===== config.mk =====
export PLATFORM = sky130hd
export DESIGN_NAME = grt_sqrt
export DESIGN_NICKNAME = d
export VERILOG_FILES = /design/src/rtl/grt_pkg.sv /design/src/rtl/grt_sqrt.sv
export SDC_FILE = /design/constraint.sdc
export NUM_CORES = 1
export LEC_CHECK = 0
export BUFFER_PORTS_ARGS = -buffer_cell sky130_fd_sc_hd__buf_2
export CAP_MARGIN = 5
export CORE_UTILIZATION = 31
export CTS_BUF_LIST = sky130_fd_sc_hd__clkbuf_16
export CTS_CLUSTER_SIZE = 24
export DETAILED_ROUTE_END_ITERATION = 6
export PLACE_DENSITY_LB_ADDON = 0.05
export SLEW_MARGIN = 10
export SYNTH_ARGS = -nofsm -noshare
export SYNTH_HDL_FRONTEND = slang
export SYNTH_SLANG_ARGS = --single-unit

===== constraint.sdc =====
create_clock -name clk -period 9.5 [get_ports clk]
set_clock_uncertainty 0.1 [all_clocks]
set_input_delay 1.425 -clock clk [delete_from_list [all_inputs] [get_ports clk]]
set_output_delay 1.425 -clock clk [all_outputs]
set_load 0.05 [all_outputs]

===== src/rtl/grt_pkg.sv =====
// Shared types and constants of the grid ray traversal block.
// No dependencies; used by grt_div, grt_sqrt and grid_ray_traversal.
package grt_pkg;

    // configuration register indexes
    localparam logic [1:0] REG_TILE_SIDE  = 2'd0;
    localparam logic [1:0] REG_MAP_WIDTH  = 2'd1;
    localparam logic [1:0] REG_MAP_HEIGHT = 2'd2;

    // item kinds
    localparam logic OP_WRITE = 1'b0;
    localparam logic OP_CAST  = 1'b1;

    localparam int DIV_W   = 64;   // dividend and quotient bits
    localparam int DSR_W   = 32;   // divisor bits
    localparam int SQRT_IN = 64;
    localparam int SQRT_OUT = 32;

    localparam logic [31:0] STEP_SAT = 32'hFFFF_FFFF;
    localparam logic [23:0] OUT_SAT  = 24'hFF_FFFF;

    typedef struct packed {
        logic               start;
        logic [DIV_W-1:0]   dividend;
        logic [DSR_W-1:0]   divisor;
    } div_req_t;

    typedef struct packed {
        logic               start;
        logic [SQRT_IN-1:0] radicand;
    } sqrt_req_t;

    typedef enum logic [4:0] {
        ST_CLEAR,
        ST_IDLE,
        ST_PX,
        ST_PY,
        ST_MAXD,
        ST_SQRT,
        ST_SX,
        ST_SY,
        ST_RX,
        ST_RY,
        ST_STEP,
        ST_BOUND,
        ST_RD,
        ST_HM,
        ST_OFF,
        ST_TP,
        ST_PIX,
        ST_OUT
    } state_t;

endpackage


===== src/rtl/grt_sqrt.sv =====
// Bit-pair integer square root, one result bit per cycle.
// Depends on grt_pkg (sqrt_req_t, widths).
module grt_sqrt (
    input  logic                         clk,
    input  logic                         rst_n,
    input  grt_pkg::sqrt_req_t           req,
    output logic                         done,
    output logic [grt_pkg::SQRT_OUT-1:0] root
);
    import grt_pkg::*;

    localparam int CW = $clog2(SQRT_OUT);

    logic               busy_reg, busy_next;
    logic               done_reg, done_next;
    logic [CW-1:0]      cnt_reg, cnt_next;
    logic [SQRT_IN-1:0] v_reg, v_next;
    logic [SQRT_IN-1:0] r_reg, r_next;
    logic [SQRT_IN-1:0] b_reg, b_next;
    logic [SQRT_IN-1:0] trial;

    always_comb
    begin
        trial     = r_reg + b_reg;
        busy_next = busy_reg;
        cnt_next  = cnt_reg;
        v_next    = v_reg;
        r_next    = r_reg;
        b_next    = b_reg;
        done_next = 1'b0;
        if (req.start)
        begin
            busy_next = 1'b1;
            cnt_next  = '0;
            v_next    = req.radicand;
            r_next    = '0;
            b_next    = SQRT_IN'(1) << (SQRT_IN - 2);
        end
        else if (busy_reg)
        begin
            if (v_reg >= trial)
            begin
                v_next = v_reg - trial;
                r_next = (r_reg >> 1) + b_reg;
            end
            else
            begin
                r_next = r_reg >> 1;
            end
            b_next   = b_reg >> 2;
            cnt_next = cnt_reg + 1'b1;
            if (cnt_reg == CW'(SQRT_OUT - 1))
            begin
                busy_next = 1'b0;
                done_next = 1'b1;
            end
        end
    end

    always_ff @(posedge clk or negedge rst_n)
    begin
        if (!rst_n)
        begin
            busy_reg <= 1'b0;
            done_reg <= 1'b0;
            cnt_reg  <= '0;
        end
        else
        begin
            busy_reg <= busy_next;
            done_reg <= done_next;
            cnt_reg  <= cnt_next;
        end
    end

    always_ff @(posedge clk)
    begin
        v_reg <= v_next;
        r_reg <= r_next;
        b_reg <= b_next;
    end

    assign done = done_reg;
    assign root = r_reg[SQRT_OUT-1:0];

endmodule


# Yosys cells after proc, flatten, opt, wreduce, memory -nomap -nowiden
# Cells that the tools add are included.
# W data, S select, Z words.
[totals]
out_inout_bits = 33
regBits = 167
[classes]
n_mux = 12
reduce_logical = 3
magnitude_cmp = 1
eq_ne = 1
add_sub_neg = 4
[op_table]
columns = ["cell", "count"]
rows = [
  ["$mux W64", 4],
  ["$add A63 B63 Y64", 1],
  ["$add A64 B63 Y64", 1],
  ["$ge A64 B64 Y1", 1],
  ["$sub A64 B64 Y64", 1],
  ["$mux W5", 2],
  ["$mux W1", 6],
  ["$add A5 B1 Y5 const B", 1],
  ["$eq A5 B5 Y1 const B", 1],
  ["$reduce_bool A2 Y1", 2],
  ["$reduce_and A2 Y1", 1],
]

# Longest topological paths before layout
[depth]
ltp_word = 5
mapped_depth = 25

# Worst setup path after synthesis
# Ideal clock, no wire load.
[synth_path]
kind = "register -> register"
from = "register r_reg[28]"
to = "register v_reg[0], enable pin"
period_less_slack_ns = 6.635
path_buffers = 2
setup_slack_ns = 2.865
arrival_time_ns = 6.103
setup_time_ns = 0.432
stages_incl_launch_ff = 23
cell_sequence = "dfxtp_1 ha_1 and2_1 nand2_1 nor2b_1 or4_1 a31o_1 a41oi_1 a31oi_2 a31oi_1 o21bai_1 xnor2_1 ha_1 clkbuf_1 nand2_1 nor2_1 nand3_1 nor3_1 o211ai_1 a31o_2 buf_4 or2_2 nand2b_1"
[synth_via]
elab_chain_cells = 4
[synth_rtl]
columns = ["item", "line_no", "source"]
rows = [
  ["from (decl)", "grt_sqrt.sv:18", "logic [SQRT_IN-1:0] r_reg, r_next;"],
  ["from (signal assigned)", "grt_sqrt.sv:79", "r_reg <= r_next;"],
  ["$add A64 B63 Y64", "grt_sqrt.sv:24", "trial = r_reg + b_reg;"],
  ["$ge A64 B64 Y1", "grt_sqrt.sv:41", "if (v_reg >= trial)"],
  ["$reduce_bool A2 Y1 (no source line)", "--", ""],
  ["$reduce_and A2 Y1 (no source line)", "--", ""],
  ["to (signal assigned)", "grt_sqrt.sv:78", "v_reg <= v_next;"],
  ["to (decl)", "grt_sqrt.sv:17", "logic [SQRT_IN-1:0] v_reg, v_next;"],
]
# Every way passes these cells.
# A chain may end at the register's enable or synchronous reset.

# Worst setup path after layout
[layout_path]
from = "register r_reg[4]"
to = "register v_reg[15], enable pin"
# The elaborated chain is that of the path after synthesis.

==> metrics.txt <==
status finished clean; Synth cell types 85; H-tree Lvls 4; fmax approximately 130 MHz; Area growth, synth to finish 7.885%; GRT Util Overall 0.2021; average routed wire per standard cell 19.10 um; filler cell count 5331; DRT Wirelength about 51000 um; RePlAce Congestion 0.8900; wire length on met3 1535 um; Clock transition at path regs roughly 0.070 ns; Max stage delay on crit path about 0.75 ns; clock root buffer clkbuf_16; Critical-path top delay cell nand2b_4; die area 51840 um^2; Critical Path, Cell by Cell ha_1, a211oi_1, a211oi_2, a21oi_1, o31ai_4, a31o_1, a41oi_1, a31oi_2, a31oi_1, o21bai_1, xnor2_1, ha_1, nand2_1, nor2_1, nand3_1, nor3_1, o211ai_1, a31o_4, or2_2, nand2b_4; Cell Rows 82; CP Launch Type flop; Final Hold Vio Count 0; Post-CTS Setup Inserts 0; DPL Wire Length 39100 um; post_cts resized 0; largest net degree at the start of global routing 97; synth top area cells dfxtp_1 12%, edfxtp_1 12%, ha_1 10%; max cap viols 0; CTS tree yes; post-synthesis register bit count about 170; first-pass iteration count of the detailed router 5; via density per instance between 5 and 6; clock sinks 167; leak pwr 6.772 nW; Cell Area, Synth around 16000 um^2; dpl cell area 16490 um^2; syn_area_per_cell a little under 8 um^2; period utilisation layout 0.8275; first-pass GRT wire length 80940 um; port buffer count 99; Syn Nets approximately 2200; share of cells above drive strength 1 0.08819; synth warn 0; Worst EP arrival 7.87 ns; vias in the first global route ~14000; EDFF count, synth between 60 and 70; hold_buf cts 0; top layer in use met4; post-route ant nets 0; Rel. slew slack 0.2697; Synth Instances around 2000; synth cell count leaders 202 x nand2_1, 197 x nor2_1, 159 x o21ai_0; met2 routed WL roughly 25000 um; IO Count 100; Setup WS pre-CTS approximately 1.7 ns; final setup fails 0; ys async rst share 0.04192; Die Ht between 200 and 250 um; Hold Path Class flop to flop; Crit Path Class flop to flop; cell with the most instances after synthesis nand2_1; drc violations 0; 1st-iter DRT viols 889; footprint of the multi-input gates between 10000 and 15000 um^2; Pwr Density between 200 and 300 nW/um^2; M1 WL approximately 24000 um; worst-path fanout max 64; cell area after layout between 15000 and 20000 um^2; Tmin final 7.861 ns; # diodes 0; Most used DFF post-synth dfxtp_1; nets@finish about 2200; Req. time, crit path approximately 9.5 ns; Worst-Skew Late Latency 0.50 ns; most used cell, CP ha_1; antenna violations before repair 0; Die Span X between 200 and 250 um; Synth area leader dfxtp_1; Starting Density 0.3147; CTS Buf Count 17; gr ovfl total 0; worst setup margin between 1.5 and 2 ns; Max clock buf depth 2; Max VDD drop 0.1895 mV; Worst Max-Slew Pin Slew 1.095 ns; register area between 4000 and 5000 um^2; Max Slew Vio Count 0; share of the synthesized area in the top cell type 0.1217; total number of vias 14640; unrepaired setup endpoints after global routing no; Seq/Total Area, Yosys 0.2545; core area between 50000 and 60000 um^2; crit end category flop; Pwr Total 0.004323 W; setup TNS 0 ns
[per-layer routing]
metal | vias up | GRT usage
met2 | 245 | 0.3464
met5 | - | 0
met3 | 51 | 0.02892
li1 | 7359 | -
met1 | 6981 | 0.2575
met4 | 0 | 0.07123
[cell families after synthesis]
| kind of cell | count (synthesis) | share of synthesized area |
|---|---|---|
| XOR/XNOR | 149 | 0.08265 |
| adder cells (fa/ha/maj) | 133 | 0.1059 |
| AO/OA/AOI/OAI | 672 | 0.2767 |
| AND/OR/NAND/NOR | 635 | 0.1857 |
| multiplexers | 54 | 0.03447 |
| buffers and inverters | 210 | 0.06007 |
| flip-flops | 167 | 0.2545 |
[worst max-delay path, delay by kind of cell, from the launching register on]
family	cells	cell delay [ns]
XOR/XNOR	1	0.14
flip-flops	1	0.58
AO/OA/AOI/OAI	11	3.44
AND/OR/NAND/NOR	6	2.24
adder cells (fa/ha/maj)	2	0.82
[final cells by class]
cell class,count,area share
clock buffers,18,0.02644
clock inverters,14,0.005362
inverters,59,0.01300
multi-input cells,1643,0.6363
flip-flops and latches,167,0.2362
well taps,672,0.04936
repair buffers,106,0.03342
[cells in the final DEF (no fill, tap or decap), types with 20 or more instances in the layout]
cell / n
nand4_1: 44
o31ai_1: 20
o21bai_1: 32
ha_1: 132
mux2i_1: 51
nor3_1: 32
a31oi_1: 60
nand3_1: 46
a21oi_1: 143
buf_2: 98
inv_1: 62
nor2_1: 197
o21ai_0: 159
edfxtp_1: 64
xnor2_1: 82
a21o_1: 50
xor2_1: 67
a211oi_1: 52
dfxtp_1: 96
nand2_1: 202
[where the power goes]
group | internal [W] | total, W | switching (W)
clock | 0.000367 | 0.000696 | 0.000329
sequential | 0.00100 | 0.00111 | 0.000101
combinational | 0.000911 | 0.00252 | 0.00161
total | 0.00228 | 0.00432 | 0.00204
[stage by stage]
step / cells / hold WS [ns] / util
finish: 2679 / 0.4134 / 0.3395
global route: 2679 / 0.4805 / 0.3395
CTS: 2679 / 0.4183 / 0.3395
detailed placement: 2647 / 0.4086 / 0.3287
global placement: 2647 / 0.3936 / 0.3287
floorplan: 2020 / 0.3795 / -
[final timing paths]
kind,startpoint,end,slack [ns],depth (start not counted)
worst max register to register,r_reg[4],v_reg[15],1.64,20
worst max-delay path,r_reg[4],v_reg[15],1.64,20
min in group asynchronous,rst_n,cnt_reg[1],0.65,1
worst min register to register,r_reg[0],r_reg[0],0.41,2
max in group asynchronous,rst_n,busy_reg,8.48,1
worst min-delay path,r_reg[0],r_reg[0],0.41,2
(Power assumes the default switching activity.)
