==> src/rtl/grt_pkg.sv <==
// Shared types and constants of the grid ray traversal block.
// No dependencies; used by grt_div, grt_sqrt and grid_ray_traversal.
package grt_pkg;

    // configuration register indexes
    localparam logic [1:0] REG_TILE_SIDE  = 2'd0;
    localparam logic [1:0] REG_MAP_WIDTH  = 2'd1;
    localparam logic [1:0] REG_MAP_HEIGHT = 2'd2;

    // item kinds
    localparam logic OP_WRITE = 1'b0;
    localparam logic OP_CAST  = 1'b1;

    localparam int DIV_W   = 64;   // dividend and quotient bits
    localparam int DSR_W   = 32;   // divisor bits
    localparam int SQRT_IN = 64;
    localparam int SQRT_OUT = 32;

    localparam logic [31:0] STEP_SAT = 32'hFFFF_FFFF;
    localparam logic [23:0] OUT_SAT  = 24'hFF_FFFF;

    typedef struct packed {
        logic               start;
        logic [DIV_W-1:0]   dividend;
        logic [DSR_W-1:0]   divisor;
    } div_req_t;

    typedef struct packed {
        logic               start;
        logic [SQRT_IN-1:0] radicand;
    } sqrt_req_t;

    typedef enum logic [4:0] {
        ST_CLEAR,
        ST_IDLE,
        ST_PX,
        ST_PY,
        ST_MAXD,
        ST_SQRT,
        ST_SX,
        ST_SY,
        ST_RX,
        ST_RY,
        ST_STEP,
        ST_BOUND,
        ST_RD,
        ST_HM,
        ST_OFF,
        ST_TP,
        ST_PIX,
        ST_OUT
    } state_t;

endpackage

==> src/rtl/grt_div.sv <==
// Restoring divider, one quotient bit per cycle, 64-bit dividend by 32-bit divisor.
// Depends on grt_pkg (div_req_t, widths).
module grt_div (
    input  logic                      clk,
    input  logic                      rst_n,
    input  grt_pkg::div_req_t         req,
    output logic                      done,
    output logic [grt_pkg::DIV_W-1:0] quot
);
    import grt_pkg::*;

    localparam int CW = $clog2(DIV_W);

    logic             busy_reg, busy_next;
    logic             done_reg, done_next;
    logic [CW-1:0]    cnt_reg, cnt_next;
    logic [DSR_W-1:0] rem_reg, rem_next;
    logic [DSR_W-1:0] dsr_reg, dsr_next;
    logic [DIV_W-1:0] dvd_reg, dvd_next;
    logic [DSR_W:0]   rem_sh;
    logic             ge;

    always_comb
    begin
        rem_sh    = {rem_reg, dvd_reg[DIV_W-1]};
        ge        = rem_sh >= {1'b0, dsr_reg};
        busy_next = busy_reg;
        cnt_next  = cnt_reg;
        rem_next  = rem_reg;
        dsr_next  = dsr_reg;
        dvd_next  = dvd_reg;
        done_next = 1'b0;
        if (req.start)
        begin
            busy_next = 1'b1;
            cnt_next  = '0;
            rem_next  = '0;
            dsr_next  = req.divisor;
            dvd_next  = req.dividend;
        end
        else if (busy_reg)
        begin
            // quotient bits shift in where dividend bits shift out
            rem_next = ge ? DSR_W'(rem_sh - {1'b0, dsr_reg}) : rem_sh[DSR_W-1:0];
            dvd_next = {dvd_reg[DIV_W-2:0], ge};
            cnt_next = cnt_reg + 1'b1;
            if (cnt_reg == CW'(DIV_W - 1))
            begin
                busy_next = 1'b0;
                done_next = 1'b1;
            end
        end
    end

    always_ff @(posedge clk or negedge rst_n)
    begin
        if (!rst_n)
        begin
            busy_reg <= 1'b0;
            done_reg <= 1'b0;
            cnt_reg  <= '0;
        end
        else
        begin
            busy_reg <= busy_next;
            done_reg <= done_next;
            cnt_reg  <= cnt_next;
        end
    end

    always_ff @(posedge clk)
    begin
        rem_reg <= rem_next;
        dsr_reg <= dsr_next;
        dvd_reg <= dvd_next;
    end

    assign done = done_reg;
    assign quot = dvd_reg;

endmodule

==> config.mk <==
export PLATFORM = sky130hd
export DESIGN_NAME = grt_div
export DESIGN_NICKNAME = d
export VERILOG_FILES = /design/src/rtl/grt_pkg.sv /design/src/rtl/grt_div.sv
export SDC_FILE = /design/constraint.sdc
export NUM_CORES = 1
export LEC_CHECK = 0
export BUFFER_PORTS_ARGS = -buffer_cell sky130_fd_sc_hd__buf_2
export CORE_MARGIN = 3
export CORE_UTILIZATION = 45
export CTS_CLUSTER_DIAMETER = 80
export DETAILED_ROUTE_END_ITERATION = 16
export GPL_ROUTABILITY_DRIVEN = 1
export PLACE_DENSITY = 0.68
export SLEW_MARGIN = 20
export SYNTH_ARGS = -nofsm -noshare
export SYNTH_HDL_FRONTEND = slang
export SYNTH_SLANG_ARGS = --single-unit
==> constraint.sdc <==
create_clock -name clk -period 4.93 [get_ports clk]
set_input_delay 0.2465 -clock clk [delete_from_list [all_inputs] [get_ports clk]]
set_output_delay 0.2465 -clock clk [all_outputs]
set_load 0.1 [all_outputs]
Word-level counts from Yosys, hierarchy flattened --
Index checks and enable logic that the tools add are counted.
Word-level totals: logic and storage cells 22, flip-flop bits (word level) 136, bits of input ports 99
Operators by class: muxes and demuxes 11, magnitude comparators 1, add/sub/neg operators 2, equal/unequal tests 1, reduce and logical (&&, ||, !) cells 1
Operators with widths (number):
- 2-to-1 mux 64 bit | 2
- greater-or-equal comparator 33 x 32 -> 1 bit | 1
- 2-to-1 mux 32 bit | 1
- subtractor 32 bit | 1
- 2-to-1 mux 6 bit | 2
- adder 6 x 1 -> 6 bit (second input constant) | 1
- equality test 6 bit (second input constant) | 1
- 2-to-1 mux 1 bit | 6
- nonzero test 2 bit | 1

Logic depth before layout (Yosys ltp) --
word-level depth 4, mapped depth 14, mapped depth without buffers 12

Worst setup path after synthesis --
No wires, ideal clock.
path kind register to register, from reg dvd_reg[63], in the netlist quot[63], to reg rem_reg[30], library setup time 116 ps, data arrival time 3391 ps, stages on the path, launching flop included 13, setup slack 1423 ps, data required time 4814 ps, path through edfxtp_1 inv_1 ha_1 fa_1 nand2b_1 a21o_1 a21o_1 a211o_1 a211o_1 a31o_2 a31oi_1 xor2_1 a31o_1
On the way: word-level cells in the longest chain between the ends 2, elaborated cells on any way between the ends 3, classes of those cells 1 x add/sub; 1 x order compare; 1 x mux
Ends and longest elaborated chain:
- from (decl) | RTL line grt_div.sv:19 | logic [DIV_W-1:0] dvd_reg, dvd_next;
- from (signal assigned) | RTL line grt_div.sv:75 | dvd_reg <= dvd_next;
- subtractor 32 bit or greater-or-equal comparator 33 x 32 -> 1 bit (tied branches) | RTL line grt_div.sv:44, grt_div.sv:26
- 2-to-1 mux 32 bit (*) | RTL line grt_div.sv:44 | rem_next = ge ? DSR_W'(rem_sh - {1'b0, dsr_reg}) : rem_sh[DSR_W-1:0];
- to (signal assigned) | RTL line grt_div.sv:73 | rem_reg <= rem_next;
- to (decl) | RTL line grt_div.sv:17 | logic [DSR_W-1:0] rem_reg, rem_next;
Mark *: on every way between the ends. The rest lies on a longest branch, timed or not. A chain may end at the register's enable or synchronous reset.

Final worst setup path --
from reg dsr_reg[6], to reg rem_reg[11]
On the way: word-level cells in the longest chain between the ends 2, elaborated cells on any way between the ends 3, classes of those cells 1 x add/sub; 1 x order compare; 1 x mux
Ends and longest elaborated chain:
- from (decl) | RTL line grt_div.sv:18 | logic [DSR_W-1:0] dsr_reg, dsr_next;
- from (signal assigned) | RTL line grt_div.sv:74 | dsr_reg <= dsr_next;
- subtractor 32 bit or greater-or-equal comparator 33 x 32 -> 1 bit (tied branches) | RTL line grt_div.sv:44, grt_div.sv:26
- 2-to-1 mux 32 bit (*) | RTL line grt_div.sv:44
Marks and branches as above.

==> implementation parameters <==
Parameter                              Value

Outcome
  Run status ... complete, no violations

Synth
  Netlist area before placement ... 7340 um^2
  Total nets after synthesis ... 773
  Post-synthesis average cell area ... 11.5 um^2
  Post-synthesis instance total ... 640
  Share of flip-flops with an asynchronous set or reset ... 0.0588
  Post-synthesis register bit count ... 136
  Synth cell types ... 58
  Number of enable-type register cells in the synthesized netlist ... 96
  Main synth FF type ... sky130_fd_sc_hd__edfxtp_1
  Synth warnings ... 0
  Share of synthesized area occupied by flip-flops and latches ... 0.508

Timing
  Min cycle time layout ... 3.48 ns
  Fin crit share ... 0.705
  Summed negative setup slack over all endpoints ... 0 ns
  WHS ... 0.0109 ns
  Headroom to the max-slew limit ... 0.327
  Count of endpoints failing setup in the final report ... 0
  F_max ... 288 MHz
  Unrepaired setup endpoints after global routing ... false
  Pin slew with the least headroom to its limit ... 1.01 ns
  Hold violation total from the final report ... 0
  Pins over their slew limit ... 0
  Least setup slack across all paths after layout ... 1.45 ns
  Skew final ... 0.00725 ns

Floorplan
  Site row count ... 46
  Area of the core region ... 15,900 um^2
  Die Width ... 134 um
  Die ar. ... 17,900 um^2
  Height of the die ... 134 um
  Starting density of the core ... 0.460
  I/O pins ... 164

Setup path
  Kind of launch point of the worst setup path ... flop
  Crit path required time ... 5.20 ns
  Critical Path End Type ... flop
  Type of the setup path with the least slack ... flop to flop
  Reg2reg setup slack ... 1.45 ns
  Crit path DAT ... 3.74 ns
  Maximum fanout count along the critical path ... 22

Routing
  Vias ... 5,631
  Drt total wl ... 17.7 mm
  Detailed-route wire length per cell ... 16.7 um
  Number of remaining DRC errors ... 0
  Detailed Routing Iterations Pass 1 ... 5
  Iteration-0 DRC Markers ... 415
  Post-DR vias/cell ... 5.32
  Number of nets still failing antenna checks after routing ... 0

CTS
  Num Clock Sinks ... 136
  Post-CTS setup buffer count ... 0
  Resized cells post-CTS ... 0
  Clock Path Buffers ... 2
  Clock-pin slew of the registers on the worst-case setup and hold paths ... 0.06 ns
  Number of H-tree branching levels ... 4
  Clock tree from TritonCTS ... done
  Latest clock arrival within the worst-skew pair ... 0.42 ns
  Clock tree root buffer cell ... sky130_fd_sc_hd__clkbuf_16
  Count of hold buffers inserted by post-cts repair ... 29
  Number of buffers inserted during clock tree synthesis ... 17

GRT
  Total grt overflow ... 0
  Maximum number of pins on one net before global-route repair ... 53
  First-pass GRT wire length ... 28.9 mm
  Via count of the first global-routing pass ... 5,827
  Antenna violations before repair ... 2
  Total Routing Usage GR ... 0.203

Run
  Max-Cap Viols ... 0

Worst hold path
  Class of the most critical hold timing path ... input pin to flop

Final layout
  Ratio of cells with drive above 1 in the final layout ... 0.326
  Most common cell after layout, fill and taps aside ... sky130_fd_sc_hd__buf_2
  Layout Area Growth over Synthesis ... 25.0%
  Largest register FFs ... 64
  Final net count ... 961
  Highest-count cells in the layout ignoring fill and taps ... sky130_fd_sc_hd__buf_2, sky130_fd_sc_hd__edfxtp_1, sky130_fd_sc_hd__mux2_2

Placement
  Post-Place Worst Slack ... 1.42 ns
  Final RePlAce weighted congestion ... 0.932
  HPWL after DPL ... 12.8 mm
  Number of I/O port buffers ... 163

Power and ir drop
  Worst supply voltage drop on vdd ... 0.372 mV
  Pwr per Cell Area ... 527 nW/um^2
  Static power due to leakage ... 0.00397 uW
==> where the power goes <==
part,leakage [uW],switching (uW),internal [uW]
combinational,0.00235,1330,741
clock,0.000263,505,693
sequential,0.00136,133,1430
==> through the flow <==
step	instance area (um^2)	utilization	instances	total power, uW
2_1_floorplan	7340	-	640	3250
4_1_cts	9170	0.575	1056	4860
3_3_place_gp	8330	0.522	996	3590
6_report	9170	0.575	1058	4840
5_1_grt	9170	0.575	1058	5110
3_5_place_dp	8330	0.522	996	3630
==> per-layer routing <==
layer | global-route usage | share of wire | vias to the layer above
met5 | 0 | 0 | -
met4 | 0.0760 | 0.018 | 0
met3 | 0.0619 | 0.074 | 28
met2 | 0.339 | 0.49 | 209
met1 | 0.248 | 0.42 | 2661
li1 | - | - | 2733
==> worst max-delay path: stages, from the launching register on <==
cell and delay, ns:
sky130_fd_sc_hd__edfxtp_1 0.33, sky130_fd_sc_hd__inv_1 0.05, sky130_fd_sc_hd__ha_1 0.38, sky130_fd_sc_hd__nand4_1 0.12, sky130_fd_sc_hd__nor2_1 0.16, sky130_fd_sc_hd__a21boi_2 0.24, sky130_fd_sc_hd__o311ai_2 0.15, sky130_fd_sc_hd__a31o_4 0.29
sky130_fd_sc_hd__o2bb2ai_2 0.17, sky130_fd_sc_hd__o211ai_4 0.80, sky130_fd_sc_hd__buf_4 0.32, sky130_fd_sc_hd__mux2i_1 0.21, sky130_fd_sc_hd__a211oi_1 0.10
==> area by class of cell <==
cell class,count,area (um^2)
antenna,2,5.00
fill,1386,6770
timing repair buffer,199,1160
sequential,136,3720
clock buffer,17,425
inverter,42,158
multi-input combinational,432,3300
clock inverter,14,125
tap,216,270
==> logic make-up after synthesis <==
kind of cell             Yosys count  synth area share
flip-flops                       136             0.508
AO/OA/AOI/OAI                    137             0.132
XOR/XNOR                          32            0.0382
multiplexers                      91             0.135
AND/OR/NAND/NOR                  138            0.0856
buffers and inverters             72            0.0420
adder cells (fa/ha/maj)           34            0.0590
==> cells in the mapped netlist, drive strengths merged (6+ instances only) <==
cell type / count / area, um^2
a211oi: 20 / 155
a21o: 17 / 128
a21oi: 29 / 145
a31oi: 9 / 56.3
and2: 7 / 43.8
buf: 9 / 71.3
clkbuf: 21 / 78.8
dfrtp: 8 / 200
dfxtp: 32 / 641
edfxtp: 96 / 2880
ha: 33 / 413
inv: 42 / 158
mux2: 65 / 732
mux2i: 26 / 260
nand2: 44 / 165
nand3: 10 / 50.1
nand4: 6 / 37.5
nor2: 45 / 169
o211ai: 6 / 58.8
o21ai: 24 / 120
xnor2: 16 / 140
xor2: 16 / 140
==> final timing paths <==
kind	start	end	cells after the start
min in group asynchronous	rst_n	cnt_reg[5]$_DFFE_PN0P_	2
max in group asynchronous	rst_n	cnt_reg[2]$_DFFE_PN0P_	2
setup reg to reg	dsr_reg[6]$_DFFE_PP_	rem_reg[11]$_SDFFE_PP0P_	12
hold / removal	req[5]	dsr_reg[5]$_DFFE_PP_	1
hold reg to reg	rem_reg[31]$_SDFFE_PP0P_	rem_reg[31]$_SDFFE_PP0P_	2
setup / recovery	dsr_reg[6]$_DFFE_PP_	rem_reg[11]$_SDFFE_PP0P_	12
No activity file was read; power rests on OpenSTA's default activity.
